===== src/design/ptcf_pkg.sv =====
`default_nettype none

package ptcf_pkg;

  localparam int PAGE_BYTES = 4096;
  localparam int NUM_SLOTS  = 32;

  localparam int ADDR_W  = 64;
  localparam int OFF_W   = $clog2(PAGE_BYTES);
  localparam int TAG_W   = ADDR_W - OFF_W;
  localparam int SLOT_W  = $clog2(NUM_SLOTS);
  localparam int SLOT_OUT_W = 5;
  localparam int WOFF_W  = 10;

  // Stream widths, rounded up to whole bytes.
  localparam int IN_FIELDS_W  = ADDR_W + 1;
  localparam int IN_DATA_W    = ((IN_FIELDS_W + 7) / 8) * 8;
  localparam int OUT_FIELDS_W = 1 + 1 + SLOT_OUT_W + ADDR_W + WOFF_W;
  localparam int OUT_DATA_W   = ((OUT_FIELDS_W + 7) / 8) * 8;

  // A lookup travelling down the row of cells.
  typedef struct packed {
    logic              valid;
    logic [TAG_W-1:0]  tag;
    logic              found;
    logic [SLOT_W-1:0] which;
  } query_t;

  // Allocation broadcast to every cell on a miss.
  typedef struct packed {
    logic              en;
    logic [SLOT_W-1:0] idx;
    logic [TAG_W-1:0]  tag;
    logic              valid;
  } slot_wr_t;

endpackage

`default_nettype wire


===== src/design/page_tag_cache_fifo.sv =====
// An input transfer starts a lookup that walks the row of slot cells one cell per clock;
// the result is then registered and loaded into the output register behind out_tvalid.
// A new lookup enters only after the result of the last one is staged, so lookups never overlap.
// A result waiting on the output register does not block the next input transfer.
// Reset (synchronous, rst_n low) clears all valid bits, the victim pointer and the
// handshake state; tags are left as they are, since an invalid slot never matches.
`default_nettype none

module page_tag_cache_fifo
  import ptcf_pkg::*;
(
  input  wire logic                  clk,
  input  wire logic                  rst_n,
  input  wire logic                  in_tvalid,
  output logic                       in_tready,
  // [63:0] byte_address, [64] fill_ok, rest zero
  input  wire logic [IN_DATA_W-1:0]  in_tdata,
  output logic                       out_tvalid,
  input  wire logic                  out_tready,
  // [0] hit, [1] data_ready, [6:2] slot, [70:7] page_base, [80:71] word_offset, rest zero
  output logic [OUT_DATA_W-1:0]      out_tdata
);

  typedef enum logic [2:0] {
    ST_IDLE   = 3'b001,
    ST_SEARCH = 3'b010,
    ST_RESULT = 3'b100
  } state_t;

  state_t               state_r, state_nxt;
  logic [SLOT_W-1:0]    victim_r, victim_nxt;
  logic [TAG_W-1:0]     tag_r;
  logic [WOFF_W-1:0]    woff_r;
  logic                 fill_r;
  logic                 res_hit_r;
  logic                 res_ready_r;
  logic [SLOT_W-1:0]    res_slot_r;
  logic                 out_tvalid_r;
  logic [OUT_DATA_W-1:0] out_tdata_r;

  logic                 in_xfer;
  logic                 out_free;
  logic [ADDR_W-1:0]    in_addr;
  query_t               chain [NUM_SLOTS+1];
  query_t               exit_q;
  slot_wr_t             wr;

  assign in_addr   = in_tdata[ADDR_W-1:0];
  assign in_tready = rst_n && (state_r == ST_IDLE);
  assign in_xfer   = in_tvalid && in_tready;
  assign out_free  = !out_tvalid_r || out_tready;

  always_comb begin
    chain[0].valid = in_xfer;
    chain[0].tag   = in_addr[ADDR_W-1:OFF_W];
    chain[0].found = 1'b0;
    chain[0].which = '0;
  end

  for (genvar i = 0; i < NUM_SLOTS; i++) begin : g_cell
    ptcf_cell u_cell (
      .clk   (clk),
      .rst_n (rst_n),
      .idx   (SLOT_W'(i)),
      .q_i   (chain[i]),
      .wr    (wr),
      .q_o   (chain[i+1])
    );
  end

  assign exit_q = chain[NUM_SLOTS];

  // A miss takes the slot under the pointer once the lookup leaves the row.
  always_comb begin
    wr.en    = exit_q.valid && !exit_q.found;
    wr.idx   = victim_r;
    wr.tag   = tag_r;
    wr.valid = fill_r;
  end

  always_comb begin
    victim_nxt = victim_r;
    if (wr.en) begin
      victim_nxt = (victim_r == SLOT_W'(NUM_SLOTS - 1)) ? '0 : victim_r + 1'b1;
    end
  end

  always_comb begin
    state_nxt = state_r;
    unique case (state_r)
      ST_IDLE: begin
        if (in_xfer) state_nxt = ST_SEARCH;
      end
      ST_SEARCH: begin
        if (exit_q.valid) state_nxt = ST_RESULT;
      end
      ST_RESULT: begin
        if (out_free) state_nxt = ST_IDLE;
      end
      default: state_nxt = ST_IDLE;
    endcase
  end

  always_ff @(posedge clk) begin
    if (!rst_n) begin
      state_r      <= ST_IDLE;
      victim_r     <= '0;
      out_tvalid_r <= 1'b0;
    end else begin
      state_r  <= state_nxt;
      victim_r <= victim_nxt;
      if (state_r == ST_RESULT && out_free) begin
        out_tvalid_r <= 1'b1;
      end else if (out_tready) begin
        out_tvalid_r <= 1'b0;
      end
    end
  end

  always_ff @(posedge clk) begin
    if (in_xfer) begin
      tag_r  <= in_addr[ADDR_W-1:OFF_W];
      woff_r <= WOFF_W'(in_addr[OFF_W-1:0] >> 2);
      fill_r <= in_tdata[ADDR_W];
    end
    if (exit_q.valid) begin
      res_hit_r   <= exit_q.found;
      res_ready_r <= exit_q.found | fill_r;
      res_slot_r  <= exit_q.found ? exit_q.which : victim_r;
    end
    if (state_r == ST_RESULT && out_free) begin
      out_tdata_r <= OUT_DATA_W'({woff_r, tag_r, OFF_W'(0), SLOT_OUT_W'(res_slot_r),
                                  res_ready_r, res_hit_r});
    end
  end

  assign out_tvalid = out_tvalid_r;
  assign out_tdata  = out_tdata_r;

  a_exit_only_in_search: assert property (@(posedge clk) disable iff (!rst_n)
    exit_q.valid |-> state_r == ST_SEARCH)
    else $error("lookup left the cell row outside of a search");

  a_accept_starts_search: assert property (@(posedge clk) disable iff (!rst_n)
    in_xfer |=> state_r == ST_SEARCH)
    else $error("input transfer did not start a search");

  a_victim_in_range: assert property (@(posedge clk) disable iff (!rst_n)
    victim_r <= SLOT_W'(NUM_SLOTS - 1))
    else $error("victim pointer out of range");

  a_hit_is_ready: assert property (@(posedge clk) disable iff (!rst_n)
    out_tvalid_r && out_tdata_r[0] |-> out_tdata_r[1])
    else $error("hit reported without data ready");

  a_single_alloc: assert property (@(posedge clk) disable iff (!rst_n)
    wr.en |=> !wr.en)
    else $error("two allocations in consecutive cycles");

endmodule

`default_nettype wire


===== src/design/ptcf_cell.sv =====
`default_nettype none

module ptcf_cell
  import ptcf_pkg::*;
(
  input  wire logic              clk,
  input  wire logic              rst_n,
  input  wire logic [SLOT_W-1:0] idx,
  input  wire query_t            q_i,
  input  wire slot_wr_t          wr,
  output query_t                 q_o
);

  logic [TAG_W-1:0] tag_r;
  logic             valid_r;
  query_t           q_r;
  query_t           q_nxt;
  logic             match;

  assign match = valid_r && (tag_r == q_i.tag);

  // The first cell that matches claims the lookup; later cells pass it on.
  always_comb begin
    q_nxt       = q_i;
    q_nxt.found = q_i.found | match;
    q_nxt.which = q_i.found ? q_i.which : idx;
  end

  always_ff @(posedge clk) begin
    if (!rst_n) begin
      valid_r   <= 1'b0;
      q_r.valid <= 1'b0;
    end else begin
      q_r.valid <= q_nxt.valid;
      if (wr.en && (wr.idx == idx)) begin
        valid_r <= wr.valid;
      end
    end
    q_r.tag   <= q_nxt.tag;
    q_r.found <= q_nxt.found;
    q_r.which <= q_nxt.which;
    if (wr.en && (wr.idx == idx)) begin
      tag_r <= wr.tag;
    end
  end

  assign q_o = q_r;

endmodule

`default_nettype wire


===== config.mk =====
export PLATFORM = sky130hd
export DESIGN_NAME = page_tag_cache_fifo
export DESIGN_NICKNAME = d
export VERILOG_FILES = /design/src/design/ptcf_pkg.sv /design/src/design/page_tag_cache_fifo.sv /design/src/design/ptcf_cell.sv
export SDC_FILE = /design/constraint.sdc
export NUM_CORES = 2
export LEC_CHECK = 0
export ABC_AREA = 0
export BUFFER_PORTS_ARGS = -buffer_cell sky130_fd_sc_hd__buf_2
export CORE_MARGIN = 4
export CORE_UTILIZATION = 25
export DETAILED_ROUTE_END_ITERATION = 12
export GPL_TIMING_DRIVEN = 0
export RECOVER_POWER = 100
export SYNTH_ARGS = -nofsm -noshare
export SYNTH_HDL_FRONTEND = slang
export SYNTH_SLANG_ARGS = --single-unit

===== constraint.sdc =====
create_clock -name clk -period 3.5 [get_ports clk]
set_input_delay 0.35 -clock clk [delete_from_list [all_inputs] [get_ports clk]]
set_output_delay 0.35 -clock clk [all_outputs]
set_load 0.1 [all_outputs]

Word level (Yosys, flattened, before mapping)
Cells that the tools add are included.
W data, S select, Z words.
{ "classes": {"n_reduce_logical": 74, "n_eq_ne": 69, "magnitude_cmp": 0, "n_bitwise": 32, "n_shift": 0, "addsub": 1, "n_mux": 9, "n_mul": 0, "div": 0} }
{ "ops": {"columns": ["operator", "count"], "rows": [
  ["$eq A52 B52 Y1", 32],
  ["$eq A5 B5 Y1 const B", 16],
  ["$logic_and A1 B1 Y1", 68],
  ["$eq A5 B4 Y1 const B", 8],
  ["$or A1 B1 Y1", 32],
  ["$eq A5 B3 Y1 const B", 4],
  ["$eq A5 B2 Y1 const B", 2],
  ["$mux W5", 2],
  ["$mux W3", 3],
  ["$pmux W3 S3", 1],
  ["$add A5 B1 Y5 const B", 1],
  ["$eq A5 B1 Y1 const B", 1],
  ["$logic_not A5 Y1", 1],
  ["$ne A2 B2 Y1 const B", 2],
  ["$eq A3 B1 Y1 const B", 1],
  ["$eq A3 B2 Y1 const B", 1],
  ["$eq A3 B3 Y1 const B", 1],
  ["$mux W1", 3],
  ["$reduce_and A3 Y1", 1],
  ["$logic_not A1 Y1", 2],
  ["$ne A2 B1 Y1 const B", 1],
  ["$reduce_bool A2 Y1", 1],
  ["$logic_or A1 B1 Y1", 1]
]} }
{ "totals": {"input_bits": 76, "word_cells": 385, "latchBits": 0, "ram_bits": 0, "memories": 0, "mem_bits_ro": 0, "register_bits": 3675, "output_inout_bits": 90} }

Depth between registers and ports, before layout
{ "logic_depth": {"word_depth": 5, "ltp_mapped": 7, "mapped_depth_nobuf": 6} }

By module
A second synthesis with hierarchy kept.
{ "unflattened": {"cells_unflattened": 6552, "area_unflattened_um2": 116406.6} }
{ "modules_own_cells": {"columns": ["mod", "seq_area_each_um2", "cells_per_inst", "n_inst", "area_each_um2"], "rows": [
  ["ptcf_cell", 2762.6, 198, 32, 3485.8],
  ["page_tag_cache_fifo", 4354.2, 216, 1, 4859.7]
]} }

Least setup slack after synthesis
Ideal clock, no wire load.
{ "synth_timing": {"kind": "in2reg", "startpoint": "input port rst_n", "endpoint": "register fill_r, enable pin", "setup_time_ns": 0.427, "arrival_time_ns": 4.660, "t_required_ns": 3.073, "stages": 4, "slack_ns": -1.587, "path_buffers": 1, "path_cell_list": "clkbuf_1 nand2b_1 nor3b_1 and2_1"} }
{ "synth_rtl": {"columns": ["item", "line", "rtl"], "rows": [
  ["from (decl)", "page_tag_cache_fifo.sv:13", "input wire logic rst_n,"],
  ["to (signal assigned)", "page_tag_cache_fifo.sv:124", "fill_r <= in_tdata[ADDR_W];"],
  ["to (decl)", "page_tag_cache_fifo.sv:34", "logic fill_r;"]
]} }

Final worst setup path
{ "layout_timing": {"startpoint": "register g_cell[31].u_cell.q_r, in the netlist g_cell[31].u_cell.q_o[58]", "endpoint": "register g_cell[23].u_cell.tag_r[3], enable pin"} }
{ "layout_between": {"elab_chain_cells": 2} }
{ "layout_rtl": {"columns": ["item", "line", "rtl"], "rows": [
  ["from (decl)", "ptcf_cell.sv:16", "query_t q_r;"],
  ["$logic_and A1 B1 Y1", "page_tag_cache_fifo.sv:75", "wr.en = exit_q.valid && !exit_q.found;"],
  ["$logic_and A1 B1 Y1", "ptcf_cell.sv:42", "if (wr.en && (wr.idx == idx)) begin"],
  ["to (signal assigned)", "ptcf_cell.sv:43", "tag_r <= wr.tag;"],
  ["to (decl)", "ptcf_cell.sv:14", "logic [TAG_W-1:0] tag_r;"]
]} }
Every way passes these cells.
A chain may end at the register's enable or synchronous reset.

==> impl_metrics.yaml <==
timing:
  report.final.slew_viol_count: 171
  relSlewSlack: -0.112
  period_minus_slack_ns: 3.45
  fin_skew_ns: 0.0548
  worstMarginPinSlew_ns: 1.67
  hold_violations: 0
  period_share: 0.985
  setup_slack_ns: 0.0537
  setup_viol: 0
  max_clock_freq_mhz: 290
  rsz0062_at_grt: "no"
setup_path:
  setup.worst_path.end: "g_cell[23].u_cell.tag_r[3]"
  cpPeakStageDelay_ns: 0.70
  r2r-end: "g_cell[23].u_cell.tag_r[3]"
  crit_start: "g_cell[31].u_cell.q_o[58]"
  crit_fanout: 37
  cp_num_cells: 5
  crit_required_ns: 4.09
  crit_chain: "nor2b_2 > buf_2 > nand3_1 > nor2_4 > buf_6"
  critical_path_class: "reg2reg"
  arrival_ns: 4.04
  r2r-start: "g_cell[31].u_cell.q_o[58]"
  reg2reg_setup_slack_ns: 0.05
  slowest_stage: "dfxtp_2"
  crit_family: "simple AND/OR/NAND/NOR gates"
  crit_buf_inv: 2
  reg2reg_depth: 5
  start_kind: "register"
  cp-end-kind: "register"
final_layout:
  multi_input_area_sq_um: 20300
  drive_gt1_frac: 0.0879
  seq_area_sq_um: 91100
  final_cell_mix: "dfxtp_1, edfxtp_1, xor2_1, xnor2_1, clkbuf_1"
  nNetsFinal: 7346
  nFillCells: 43600
  syn_to_final_growth_pct: 19.4
  stdcell_count: 13500
  final_common_cell: "dfxtp_1"
  stdcell_area_sq_um: 134000
grt:
  grt-busiest-layer: "met2"
  use_met1: 0.175
  antenna_found_initial: 44
  track_usage: 0.132
  grt_pass1_vias: 56100
  overflow: 0
  met3_usage: 0.0208
  grt_pass1_wl_microns: 435000
  grt_max_degree: 64
  grt_util_met2: 0.224
worst_hold_path:
  worstHoldPathType: "in2reg"
route:
  antenna_left: 0
  wl_per_cell_microns: 23.4
  postRouteWirelength_microns: 315000
  drc: 0
  drt_pass1_iterations: 6
  viasPerCell: 4.19
  vias: 56500
  drtIter0Drc: 6343
clock_tree:
  cts_tree: "done"
  cts_max_path_buffers: 4
  h-tree-depth: 5
  cts_buffers: 358
  cts_sinks: 3649
  clkTransAtPathRegs_ns: 0.07
  cts_root_buf: "clkbuf_16"
  clkLatencyLatePin_ns: 0.97
synthesis:
  async_reset_ff_frac: 0
  ys_seq_elements: 3649
  seq_area_frac_synth: 0.811
  synth_edf_count: 1803
  ys.warnings.count: 0
  yosysUniqueCellTypes: 65
  ys.flop_type: "dfxtp_1"
  postSynthAreaPerCell_sq_um: 17.3
  syn_area_sq_um: 112000
  synth_cells: 6487
pwr:
  p_seq_frac: 0.538
  powerDensity_nw_per_um2: 650
  clkPwrFrac: 0.440
  p_leak_nw: 45.9
  internal_power_mw: 69.1
  power_frac_comb: 0.022
  swShare: 0.208
  total_power_mw: 87.3
  p_switching_mw: 18.2
  ir_worst_vdd_v: 0.000523
placed_design:
  gp_congestion: 0.845
  portBuffers: 136
  numPlacedInstances: 12800
  dpl_cell_area_sq_um: 125000
  place.detailed.hpwl_microns: 236000
  pre_cts_slack_ns: -0.545
die:
  die_area_sq_um: 460000
  initial_core_util: 0.252
  die_h_microns: 678
  die_width_microns: 678
  num_rows: 245
  io_pins: 166
  design.core.area_sq_um: 446000
flow_run:
  max_cap_violations: 7
outcome:
  outcome: "finished, violations left"
  violations: "max-capacitance violations, max-slew violations"
[flip-flops by register name (all words and copies together), names as in the netlist]
register,flops
fill_r,1
g_cell.u_cell.q_o,1805
g_cell.u_cell.tag_r,1664
g_cell.u_cell.valid_r,32
out_tdata,69
out_tvalid,1
res_hit_r,1
res_ready_r,1
res_slot_r,5
state_r,3
tag_r,52
victim_r,5
woff_r,10
[logic make-up after synthesis]
logic type,count (synthesis),synth area share
flops,3649,0.811
fa+ha+maj,6,0.000668
simple gates,801,0.0436
other cells,1,0.0000334
compound gates,292,0.0199
mux,23,0.00207
buf+inv,268,0.00963
xor+xnor,1447,0.113
[metal layers]
metal,share of wire,up-vias
met4,0.032,4
met5,0.000073,-
met1,0.41,28900
met2,0.48,2447
li1,-,24700
met3,0.075,527
[area by class of cell]
class                           instances  area share
Clock inverter                        121     0.00965
Timing Repair Buffer                  398      0.0178
Tap cell                             5928      0.0553
Multi-Input combinational cell       2589       0.151
Inverter                              229     0.00641
Clock buffer                          528      0.0785
Sequential cell                      3649       0.679
Buffer                                 39     0.00164
Antenna cell                            8    0.000149
[worst min-delay path by stage]
stage | start | endpoint | slack (ns) | depth (start not counted)
after floorplan | g_cell[9].u_cell.q_o[11] | g_cell[10].u_cell.q_o[11] | 0.33 | 0
after global placement | g_cell[10].u_cell.q_o[33] | g_cell[11].u_cell.q_o[33] | 0.34 | 0
after detailed placement | g_cell[24].u_cell.q_o[15] | g_cell[25].u_cell.q_o[15] | 0.34 | 0
after CTS | in_tdata[42] | g_cell[0].u_cell.q_o[36] | 0.04 | 2
after global routing | in_tdata[6] | woff_r[4] | 0.11 | 2
final | in_tdata[3] | woff_r[1] | 0.13 | 2
[metrics by stage]
stage,util,hold slack [ns],setup TNS [ns]
3_5_place_dp,0.281,0.342,-132.54
6_report,0.301,0.128,0
5_1_grt,0.300,0.108,0
4_1_cts,0.309,0.0398,0
3_3_place_gp,0.270,0.342,-2269.69
2_1_floorplan,-,0.331,-79.45
[synthesized netlist by cell type, drive strengths merged (3+ instances only)]
master | n | area share
a221oi | 19 | 0.0015
and4 | 6 | 0.00047
nand2b | 88 | 0.0049
nor4b | 4 | 0.00031
and3 | 4 | 0.00022
a41o | 22 | 0.0020
nor2 | 32 | 0.0011
o2111a | 3 | 0.00030
o2bb2ai | 25 | 0.0019
or4 | 6 | 0.00040
buf | 23 | 0.0014
clkbuf | 16 | 0.00053
a21oi | 15 | 0.00067
clkinv | 23 | 0.00077
xor2 | 763 | 0.060
o22ai | 65 | 0.0036
a22o | 14 | 0.0011
a22oi | 6 | 0.00040
a2111oi | 14 | 0.0011
and2 | 99 | 0.0055
dfxtp | 1846 | 0.33
mux2i | 21 | 0.0019
nor2b | 33 | 0.0018
edfxtp | 1803 | 0.48
nand4 | 212 | 0.012
o2111ai | 3 | 0.00023
o221ai | 10 | 0.00078
nor3 | 20 | 0.0011
nor4 | 244 | 0.014
nand2 | 34 | 0.0011
a21boi | 16 | 0.0011
inv | 206 | 0.0069
o21ai | 38 | 0.0017
o31ai | 4 | 0.00031
a222oi | 19 | 0.0017
a221o | 4 | 0.00036
ha | 6 | 0.00067
xnor2 | 684 | 0.053
nand3 | 14 | 0.00076
a2bb2oi | 4 | 0.00031
[power groups by stage]
stage	sequential [mW]	combinational, mW	clock (mW)
floorplan	47.2	0.922	0
global route	47.0	2.03	40.6
CTS	46.9	2.30	38.8
detailed placement	47.8	2.23	0
finish	46.9	1.94	38.4
global placement	48.4	1.27	0
[what timing repair did]
item                                    in CTS  in global routing
buffers inserted                             4                  0
gates resized for setup                      2                  0
hold buffers                                66                  0
hold endpoints to repair                   121                  0
endpoints found under the setup margin     641                  0
Power figures use the tool's default switching activity.
